===== config.mk =====
export PLATFORM = sky130hd
export DESIGN_NAME = fibonacci_biased_bit_sampler_core
export DESIGN_NICKNAME = d
export VERILOG_FILES = /design/src/hdl/fbbs_pkg.sv /design/src/hdl/fbbs_ctrl.sv /design/src/hdl/fbbs_datapath.sv /design/src/hdl/fibonacci_biased_bit_sampler_core.sv
export SDC_FILE = /design/constraint.sdc
export NUM_CORES = 2
export LEC_CHECK = 0
export BUFFER_PORTS_ARGS = -buffer_cell sky130_fd_sc_hd__buf_2
export CAP_MARGIN = 30
export CORE_MARGIN = 2
export CORE_UTILIZATION = 40
export CTS_BUF_LIST = sky130_fd_sc_hd__clkbuf_4 sky130_fd_sc_hd__clkbuf_8 sky130_fd_sc_hd__clkbuf_16
export DETAILED_ROUTE_END_ITERATION = 7
export PLACE_DENSITY = 0.58
export SLEW_MARGIN = 20
export SYNTH_ARGS = -nofsm -noshare
export SYNTH_HDL_FRONTEND = slang
export SYNTH_HIERARCHICAL = 1
export SYNTH_SLANG_ARGS = --single-unit

===== constraint.sdc =====
create_clock -name clock -period 28.2 [get_ports clock]
set_input_delay 4.23 -clock clock [delete_from_list [all_inputs] [get_ports clock]]
set_output_delay 4.23 -clock clock [all_outputs]
set_load 0.02 [all_outputs]

===== src/hdl/fbbs_pkg.sv =====
// Shared constants, types and control records of the Fibonacci biased bit sampler.
`timescale 1ns / 1ps

package fbbs_pkg;

   localparam int DEFAULT_RANDOM_WIDTH = 32;
   localparam int FIB_WIDTH            = 32;
   localparam int PROD_WIDTH           = 2 * FIB_WIDTH;
   localparam int LIMIT_WIDTH          = 5;
   localparam int COUNT_WIDTH          = 5;
   localparam int RSP_DATA_WIDTH       = 8;

   localparam logic [LIMIT_WIDTH-1:0] MIN_ROUNDS  = LIMIT_WIDTH'(1);
   localparam logic [LIMIT_WIDTH-1:0] MAX_ROUNDS  = LIMIT_WIDTH'(20);
   localparam logic [LIMIT_WIDTH-1:0] LIMIT_RESET = MAX_ROUNDS;

   localparam logic [FIB_WIDTH-1:0] FIB_START = FIB_WIDTH'(1);

   typedef enum logic [2:0] {
      ST_IDLE,
      ST_MUL_MOD,
      ST_MUL_BOUND,
      ST_DIVIDE,
      ST_DECIDE
   } state_type;

   typedef struct packed {
      logic load;
      logic calc_mod;
      logic calc_bound;
      logic div_step;
      logic to_second;
      logic advance;
      logic restart;
      logic emit;
      logic emit_choice;
      logic emit_limit;
   } cmd_type;

   typedef struct packed {
      logic phase;
      logic less_than;
      logic final_round;
      logic div_last;
   } status_type;

endpackage


===== src/hdl/fbbs_ctrl.sv =====
// Controller state machine that sequences each transaction and the result handshake.
`timescale 1ns / 1ps

module fbbs_ctrl
   import fbbs_pkg::*;
(
   input  logic       clock,
   input  logic       reset,
   input  logic       req_tvalid,
   output logic       req_tready,
   output logic       rsp_tvalid,
   input  logic       rsp_tready,
   input  status_type status,
   output cmd_type    cmd
);

   state_type state_ff, state_in;
   logic      rsp_valid_ff, rsp_valid_in;
   logic      slot_free;

   assign slot_free  = !rsp_valid_ff || rsp_tready;
   assign rsp_tvalid = rsp_valid_ff;

   always_ff @(posedge clock) begin
      if (reset) begin
         state_ff     <= ST_IDLE;
         rsp_valid_ff <= 1'b0;
      end else begin
         state_ff     <= state_in;
         rsp_valid_ff <= rsp_valid_in;
      end
   end

   always_comb begin
      state_in   = state_ff;
      cmd        = '0;
      req_tready = 1'b0;
      unique case (state_ff)
         ST_IDLE: begin
            req_tready = 1'b1;
            if (req_tvalid) begin
               cmd.load = 1'b1;
               state_in = ST_MUL_MOD;
            end
         end
         ST_MUL_MOD: begin
            cmd.calc_mod = 1'b1;
            state_in     = ST_MUL_BOUND;
         end
         ST_MUL_BOUND: begin
            cmd.calc_bound = 1'b1;
            state_in       = ST_DIVIDE;
         end
         ST_DIVIDE: begin
            cmd.div_step = 1'b1;
            if (status.div_last) begin
               state_in = ST_DECIDE;
            end
         end
         ST_DECIDE: begin
            if (!status.phase) begin
               if (status.less_than) begin
                  if (slot_free) begin
                     cmd.emit        = 1'b1;
                     cmd.emit_choice = 1'b1;
                     cmd.restart     = 1'b1;
                     state_in        = ST_IDLE;
                  end
               end else begin
                  cmd.to_second = 1'b1;
                  state_in      = ST_IDLE;
               end
            end else begin
               if (status.less_than || status.final_round) begin
                  if (slot_free) begin
                     cmd.emit       = 1'b1;
                     cmd.emit_limit = !status.less_than;
                     cmd.restart    = 1'b1;
                     state_in       = ST_IDLE;
                  end
               end else begin
                  cmd.advance = 1'b1;
                  state_in    = ST_IDLE;
               end
            end
         end
         default: begin
            state_in = ST_IDLE;
         end
      endcase
   end

   always_comb begin
      priority if (cmd.emit) begin
         rsp_valid_in = 1'b1;
      end else if (rsp_tready) begin
         rsp_valid_in = 1'b0;
      end else begin
         rsp_valid_in = rsp_valid_ff;
      end
   end

   // A new result must never overwrite one that is still waiting.
   assert property (@(posedge clock) disable iff (reset)
      cmd.emit |-> (!rsp_valid_ff || rsp_tready))
      else $error("result register overwritten while occupied");

   // A result appears only as the outcome of a decision.
   assert property (@(posedge clock) disable iff (reset)
      $rose(rsp_valid_ff) |-> $past(state_ff) == ST_DECIDE)
      else $error("result raised outside the decision step");

   // An accepted transaction always starts the multiplier sequence.
   assert property (@(posedge clock) disable iff (reset)
      (req_tvalid && req_tready) |=> state_ff == ST_MUL_MOD)
      else $error("accepted transaction did not start the sequence");

   // The remainder loop hands over to the decision after its last step.
   assert property (@(posedge clock) disable iff (reset)
      (state_ff == ST_DIVIDE && status.div_last) |=> state_ff == ST_DECIDE)
      else $error("remainder loop did not end in the decision step");

endmodule


===== src/hdl/fbbs_datapath.sv =====
// Datapath: Fibonacci pair, multiplier, bit-serial remainder unit and result register.
`timescale 1ns / 1ps

module fbbs_datapath
   import fbbs_pkg::*;
#(
   parameter int RANDOM_WIDTH = DEFAULT_RANDOM_WIDTH
)
(
   input  logic                    clock,
   input  logic                    reset,
   input  logic [RANDOM_WIDTH-1:0] word,
   input  logic                    csr_wen,
   input  logic [LIMIT_WIDTH-1:0]  csr_wdata,
   input  cmd_type                 cmd,
   output status_type              status,
   output logic                    rsp_choice,
   output logic                    rsp_limit
);

   localparam int BIT_CNT_WIDTH = $clog2(RANDOM_WIDTH);

   logic [LIMIT_WIDTH-1:0]   limit_ff, limit_in;
   logic                     phase_ff, phase_in;
   logic [COUNT_WIDTH-1:0]   count_ff, count_in;
   logic [FIB_WIDTH-1:0]     fib_lower_ff, fib_lower_in;
   logic [FIB_WIDTH-1:0]     fib_upper_ff, fib_upper_in;
   logic [RANDOM_WIDTH-1:0]  word_ff, word_in;
   logic [BIT_CNT_WIDTH-1:0] bit_cnt_ff, bit_cnt_in;
   logic [PROD_WIDTH-1:0]    modulus_ff, modulus_in;
   logic [PROD_WIDTH-1:0]    bound_ff, bound_in;
   logic [PROD_WIDTH-1:0]    rem_ff, rem_in;
   logic                     choice_ff, choice_in;
   logic                     limit_hit_ff, limit_hit_in;

   logic [FIB_WIDTH-1:0]     fib_third;
   logic [FIB_WIDTH-1:0]     fib_fourth;
   logic [FIB_WIDTH-1:0]     mul_b;
   logic [PROD_WIDTH-1:0]    product;
   logic [PROD_WIDTH:0]      rem_shift;
   logic [PROD_WIDTH:0]      rem_diff;
   logic [LIMIT_WIDTH-1:0]   eff_limit;
   logic [COUNT_WIDTH:0]     count_next;

   assign fib_third  = fib_lower_ff + fib_upper_ff;
   assign fib_fourth = fib_upper_ff + fib_third;
   assign mul_b      = cmd.calc_mod ? fib_fourth : fib_third;
   assign product    = PROD_WIDTH'(fib_lower_ff) * PROD_WIDTH'(mul_b);

   assign rem_shift = {rem_ff, word_ff[RANDOM_WIDTH-1]};
   assign rem_diff  = rem_shift - {1'b0, modulus_ff};

   always_comb begin
      priority if (limit_ff < MIN_ROUNDS) begin
         eff_limit = MIN_ROUNDS;
      end else if (limit_ff > MAX_ROUNDS) begin
         eff_limit = MAX_ROUNDS;
      end else begin
         eff_limit = limit_ff;
      end
   end

   assign count_next = {1'b0, count_ff} + (COUNT_WIDTH + 1)'(1);

   assign status.phase       = phase_ff;
   assign status.less_than   = rem_ff < bound_ff;
   assign status.final_round = count_next >= (COUNT_WIDTH + 1)'(eff_limit);
   assign status.div_last    = bit_cnt_ff == '0;

   assign rsp_choice = choice_ff;
   assign rsp_limit  = limit_hit_ff;

   always_ff @(posedge clock) begin
      if (reset) begin
         limit_ff     <= LIMIT_RESET;
         phase_ff     <= 1'b0;
         count_ff     <= '0;
         fib_lower_ff <= FIB_START;
         fib_upper_ff <= FIB_START;
      end else begin
         limit_ff     <= limit_in;
         phase_ff     <= phase_in;
         count_ff     <= count_in;
         fib_lower_ff <= fib_lower_in;
         fib_upper_ff <= fib_upper_in;
      end
   end

   always_ff @(posedge clock) begin
      word_ff      <= word_in;
      bit_cnt_ff   <= bit_cnt_in;
      modulus_ff   <= modulus_in;
      bound_ff     <= bound_in;
      rem_ff       <= rem_in;
      choice_ff    <= choice_in;
      limit_hit_ff <= limit_hit_in;
   end

   always_comb begin
      limit_in     = csr_wen ? csr_wdata : limit_ff;
      phase_in     = phase_ff;
      count_in     = count_ff;
      fib_lower_in = fib_lower_ff;
      fib_upper_in = fib_upper_ff;
      priority if (cmd.restart) begin
         phase_in     = 1'b0;
         count_in     = '0;
         fib_lower_in = FIB_START;
         fib_upper_in = FIB_START;
      end else if (cmd.advance) begin
         phase_in     = 1'b0;
         count_in     = count_next[COUNT_WIDTH-1:0];
         fib_lower_in = fib_third;
         fib_upper_in = fib_fourth;
      end else if (cmd.to_second) begin
         phase_in = 1'b1;
      end else begin
         phase_in = phase_ff;
      end
   end

   always_comb begin
      word_in      = word_ff;
      bit_cnt_in   = bit_cnt_ff;
      modulus_in   = modulus_ff;
      bound_in     = bound_ff;
      rem_in       = rem_ff;
      choice_in    = choice_ff;
      limit_hit_in = limit_hit_ff;
      if (cmd.load) begin
         word_in    = word;
         bit_cnt_in = BIT_CNT_WIDTH'(RANDOM_WIDTH - 1);
         rem_in     = '0;
      end
      if (cmd.calc_mod) begin
         modulus_in = phase_ff ? product : PROD_WIDTH'(fib_third);
      end
      if (cmd.calc_bound) begin
         bound_in = phase_ff ? product : PROD_WIDTH'(fib_upper_ff);
      end
      if (cmd.div_step) begin
         word_in    = {word_ff[RANDOM_WIDTH-2:0], 1'b0};
         bit_cnt_in = bit_cnt_ff - BIT_CNT_WIDTH'(1);
         if (!rem_diff[PROD_WIDTH]) begin
            rem_in = rem_diff[PROD_WIDTH-1:0];
         end else begin
            rem_in = rem_shift[PROD_WIDTH-1:0];
         end
      end
      if (cmd.emit) begin
         choice_in    = cmd.emit_choice;
         limit_hit_in = cmd.emit_limit;
      end
   end

endmodule


===== src/hdl/fibonacci_biased_bit_sampler_core.sv =====
// Top level of the Fibonacci biased bit sampler: stream ports, controller and datapath.
`timescale 1ns / 1ps

// Each input transaction carries one uniform random word. From acceptance it passes through
// the multiplier states ST_MUL_MOD and ST_MUL_BOUND, the bit-serial remainder unit, which
// takes one remainder bit per cycle, and the decision step before the block is ready for the
// next word. A transaction either completes a result, which is held in an output register
// until the consumer takes it, or advances the sampler to its next draw without a result. A
// decision that produces a result waits while an earlier result is still untaken. The round
// limit may be written only while the block is idle.

module fibonacci_biased_bit_sampler_core
   import fbbs_pkg::*;
#(
   parameter int RANDOM_WIDTH = DEFAULT_RANDOM_WIDTH
)
(
   input  logic                                    clock,
   input  logic                                    reset,
   input  logic                                    req_tvalid,
   output logic                                    req_tready,
   // Fields from bit 0: random_word.
   input  logic [((RANDOM_WIDTH + 7) / 8) * 8-1:0] req_tdata,
   output logic                                    rsp_tvalid,
   input  logic                                    rsp_tready,
   // Fields from bit 0: choice_bit, limit_hit, zero fill.
   output logic [RSP_DATA_WIDTH-1:0]               rsp_tdata,
   input  logic                                    csr_wen,
   input  logic [LIMIT_WIDTH-1:0]                  csr_wdata
);

   cmd_type    cmd;
   status_type status;
   logic       rsp_choice;
   logic       rsp_limit;

   assign rsp_tdata = {(RSP_DATA_WIDTH - 2)'(0), rsp_limit, rsp_choice};

   fbbs_ctrl u_ctrl (
      .clock      (clock),
      .reset      (reset),
      .req_tvalid (req_tvalid),
      .req_tready (req_tready),
      .rsp_tvalid (rsp_tvalid),
      .rsp_tready (rsp_tready),
      .status     (status),
      .cmd        (cmd)
   );

   fbbs_datapath #(
      .RANDOM_WIDTH (RANDOM_WIDTH)
   ) u_datapath (
      .clock      (clock),
      .reset      (reset),
      .word       (req_tdata[RANDOM_WIDTH-1:0]),
      .csr_wen    (csr_wen),
      .csr_wdata  (csr_wdata),
      .cmd        (cmd),
      .status     (status),
      .rsp_choice (rsp_choice),
      .rsp_limit  (rsp_limit)
   );

endmodule

==> flow_summary_export.csv <==
group,metric,value,unit
yosys,synth.yosys.warnings,6,
yosys,edff_count_synth,230,
placed_design,io_buffers,45,
yosys,ys_types,86,
yosys,syn-instance-count,6429,
yosys,synth_async_sr_flop_share,0,%
clock_tree,clock_sink_count,310,
finish,most_common_cell_after_layout_fill_and_taps_aside,"sky130_fd_sc_hd__inv_1",
finish,postLayoutCellArea,0.0590,mm2
finish,num_antenna_cells,0,
sta,hold_violations,0,
yosys,seq_area_frac_synth,15.2,%
setup_path,setup.worst_path.class,"reg2reg",
sta,slew-limit-headroom,31.4,%
run,drv.max_cap_violation_count,0,
drt,drtPass1Iterations,6,
drt,drt_iter0_markers,3396,
clock_tree,post_cts.repair.setup_buffers,0,
drt,highest_layer,"met4",
floorplan,initial_core_util,40.2,%
sta,setup_viol_count_final,0,
yosys,post_synth.cell_area_avg,8.69,um2
setup_path,critPathMostFrequentCell,"sky130_fd_sc_hd__fa_1",
floorplan,die_h,378,um
global_route,grt_pass1_vias,45700,
power_and_ir_drop,power-per-cell-area,24.4,mW/mm2
sta,grt_setup_unrepaired,"false",
yosys,postSynth.topFlopCell,"sky130_fd_sc_hd__edfxtp_1",
global_route,grt_max_degree,152,
drt,drt-wirelength-per-cell,20.2,um
yosys,synth-seq-cells,310,
sta,period_needed,13830,ps
clock_tree,cts_hold_buffers,0,
drt,dr_wl_met3,11200,um
drt,met1Wirelength,77000,um
drt,avgViaCountPerCell,5.40,
drt,routed_wirelength,164000,um
drt,detailroute.via_count,43800,
sta,hold_worst_slack,507,ps
sta,fin_crit_sh,49.1,%
yosys,synth_area_leaders,"sky130_fd_sc_hd__fa_1 32%, sky130_fd_sc_hd__edfxtp_1 12%, sky130_fd_sc_hd__ha_1 10%, sky130_fd_sc_hd__inv_1 8.2%, sky130_fd_sc_hd__nand2_1 6.9%",
sta,aggregate_negative_setup_slack,0,ps
clock_tree,post_cts.resized_instances,0,
clock_tree,clk_latency,560,ps
finish,layout_common_cells,"1223 x sky130_fd_sc_hd__inv_1, 1027 x sky130_fd_sc_hd__nand2_1, 899 x sky130_fd_sc_hd__fa_1",
power_and_ir_drop,p_leak,28.6,nW
setup_path,worstSetupStartpointType,"flip-flop",
sta,fmax,72.3,MHz
global_route,gr-usage-all-layers,23.4,%
finish,nets,7622,
power_and_ir_drop,max-vdd-ir-drop,41.5,uV
setup_path,crit_path_max_incr_delay,700,ps
sta,slew_violations,0,
setup_path,worstPathMaxFanout,73,
finish,flow.area_growth_from_synthesis,5.54,%
clock_tree,cts-root-to-sink-buffers,3,
clock_tree,cts_made_buffers,37,
sta,worst-slew-pin-transition,1030,ps
drt,drc,0,
drt,route.met2.wl,72700,um
clock_tree,clock_tree_from_tritoncts,"built",
setup_path,critPathRequiredTime,28480,ps
yosys,post-synth-top-area-fraction,32.2,%
floorplan,top_level_ports,52,
min_path,worstHoldPathType,"reg2reg",
global_route,grt_remaining_overflow,0,
setup_path,cp_data_arrival_time,14120,ps
clock_tree,ctsHtreeMaxLevel,2,
sta,finClkSkew,22.3,ps
floorplan,core_area,0.139,mm2
placed_design,routability_congestion_estimate_from_global_placement,0.956,
floorplan,die_w,378,um
drt,detail-route-antenna-nets,0,
global_route,number_of_antenna_violations_at_the_first_check_in_global_routing,2,
finish,drive_above_1_share,4.18,%
global_route,first_pass_grt_wire_length,263000,um
floorplan,die-area,0.143,mm2
floorplan,core.rowCount,137,
setup_path,setup.worst_path.end_class,"flip-flop",
clock_tree,cts.root.buffer_cell,"sky130_fd_sc_hd__clkbuf_16",
yosys,synth_top_area_cell,"sky130_fd_sc_hd__fa_1",
yosys,netlist_area,0.0559,mm2
placed_design,placedInstanceArea,0.0578,mm2
outcome,status,"complete, no violations",
setup_path,worst_path_max_delay_cell,"sky130_fd_sc_hd__o41ai_2",
clock_tree,worst_setup_hold_path_clk_slew,60,ps
placed_design,dp_hpwl,126000,um
critical path, delay by kind of cell, from the launching register on:
| kind | cells | cell delay (ps) |
|---|---|---|
| xor gates and xnor gates | 1 | 480 |
| DFF | 1 | 300 |
| muxes | 1 | 170 |
| AOI/OAI and AO/OA | 13 | 4080 |
| buffers and inverters | 8 | 1920 |
| and+or+nand+nor | 7 | 1690 |
| adders and majority gates | 11 | 4860 |
stage by stage:
stage               util [%]  setup WS [ps]  std cells  total power [mW]
CTS                     42.4          14170       8118              1.45
global route            42.4          13850       8120              1.52
detailed placement      41.6          14260       8052             0.967
global placement        41.5          14450       8050             0.964
finish                  42.4          14370       8120              1.44
floorplan                  -          14070       6434             0.861
layout make-up:
class                           count  area, um2
Clock buffer                       44        991
Clock inverter                     22        200
Fill cell                       13700      80000
Inverter                         1226       4600
Multi-Input combinational cell   4515      41500
Sequential cell                   310       8510
Tap cell                         1876       2350
Timing Repair Buffer              127        880
flip-flops by register name, summed over array words and instances (netlist names):
name	cells
u_datapath/bound_ff	64
u_datapath/modulus_ff	64
u_datapath/rem_ff	64
u_datapath/fib_lower_ff	32
u_datapath/fib_upper_ff	32
u_datapath/word_ff	32
u_datapath/bit_cnt_ff	5
u_datapath/count_ff	5
u_datapath/limit_ff	5
u_ctrl/state_ff	3
u_ctrl/rsp_tvalid	1
u_datapath/phase_ff	1
u_datapath/rsp_choice	1
u_datapath/rsp_limit	1
cells by family after synthesis:
group	synth area share, %
simple gates	15.7
other cells	0.00671
xor+xnor	2.40
fa+ha+maj	42.6
flops	15.2
buf+inv	10.9
compound gates	11.8
mux	1.34
cell usage after synthesis, types with 87 or more instances:
| library cell | count |
|---|---|
| sky130_fd_sc_hd__xnor2_1 | 100 |
| sky130_fd_sc_hd__nand3_1 | 87 |
| sky130_fd_sc_hd__fa_1 | 899 |
| sky130_fd_sc_hd__inv_1 | 1224 |
| sky130_fd_sc_hd__nand2_1 | 1028 |
| sky130_fd_sc_hd__ha_1 | 464 |
| sky130_fd_sc_hd__and2_1 | 245 |
| sky130_fd_sc_hd__nor2_1 | 229 |
| sky130_fd_sc_hd__o21ai_0 | 174 |
| sky130_fd_sc_hd__a21oi_1 | 273 |
| sky130_fd_sc_hd__edfxtp_1 | 230 |
| sky130_fd_sc_hd__clkbuf_1 | 333 |
| sky130_fd_sc_hd__a21o_1 | 135 |
path summary, 6_finish.rpt:
path,from,to,slack [ps],cells after the start
max,u_datapath/fib_lower_ff[5]$_SDFFE_PP0P_,u_datapath/modulus_ff[60]$_SDFFCE_PN0P_,14370,41
min reg2reg,u_datapath/word_ff[0]$_SDFFE_PP0P_,u_datapath/word_ff[0]$_SDFFE_PP0P_,510,2
min,u_datapath/word_ff[0]$_SDFFE_PP0P_,u_datapath/word_ff[0]$_SDFFE_PP0P_,510,2
max reg2reg,u_datapath/fib_lower_ff[5]$_SDFFE_PP0P_,u_datapath/modulus_ff[60]$_SDFFCE_PN0P_,14370,41
power breakdown:
| part | leakage, nW | internal [mW] | switching (mW) | total [mW] |
|---|---|---|---|---|
| logic | 25.2 | 0.136 | 0.261 | 0.397 |
| clock network | 0.579 | 0.273 | 0.203 | 0.476 |
| registers | 2.83 | 0.541 | 0.0263 | 0.567 |
per-layer routing:
| layer | GRT usage (%) | vias up |
|---|---|---|
| li1 | - | 20000 |
| met2 | 36.9 | 1402 |
| met4 | 4.76 | 0 |
| met5 | 0 | - |
| met1 | 34.0 | 22200 |
| met3 | 3.66 | 180 |
(Power assumes the default switching activity.)
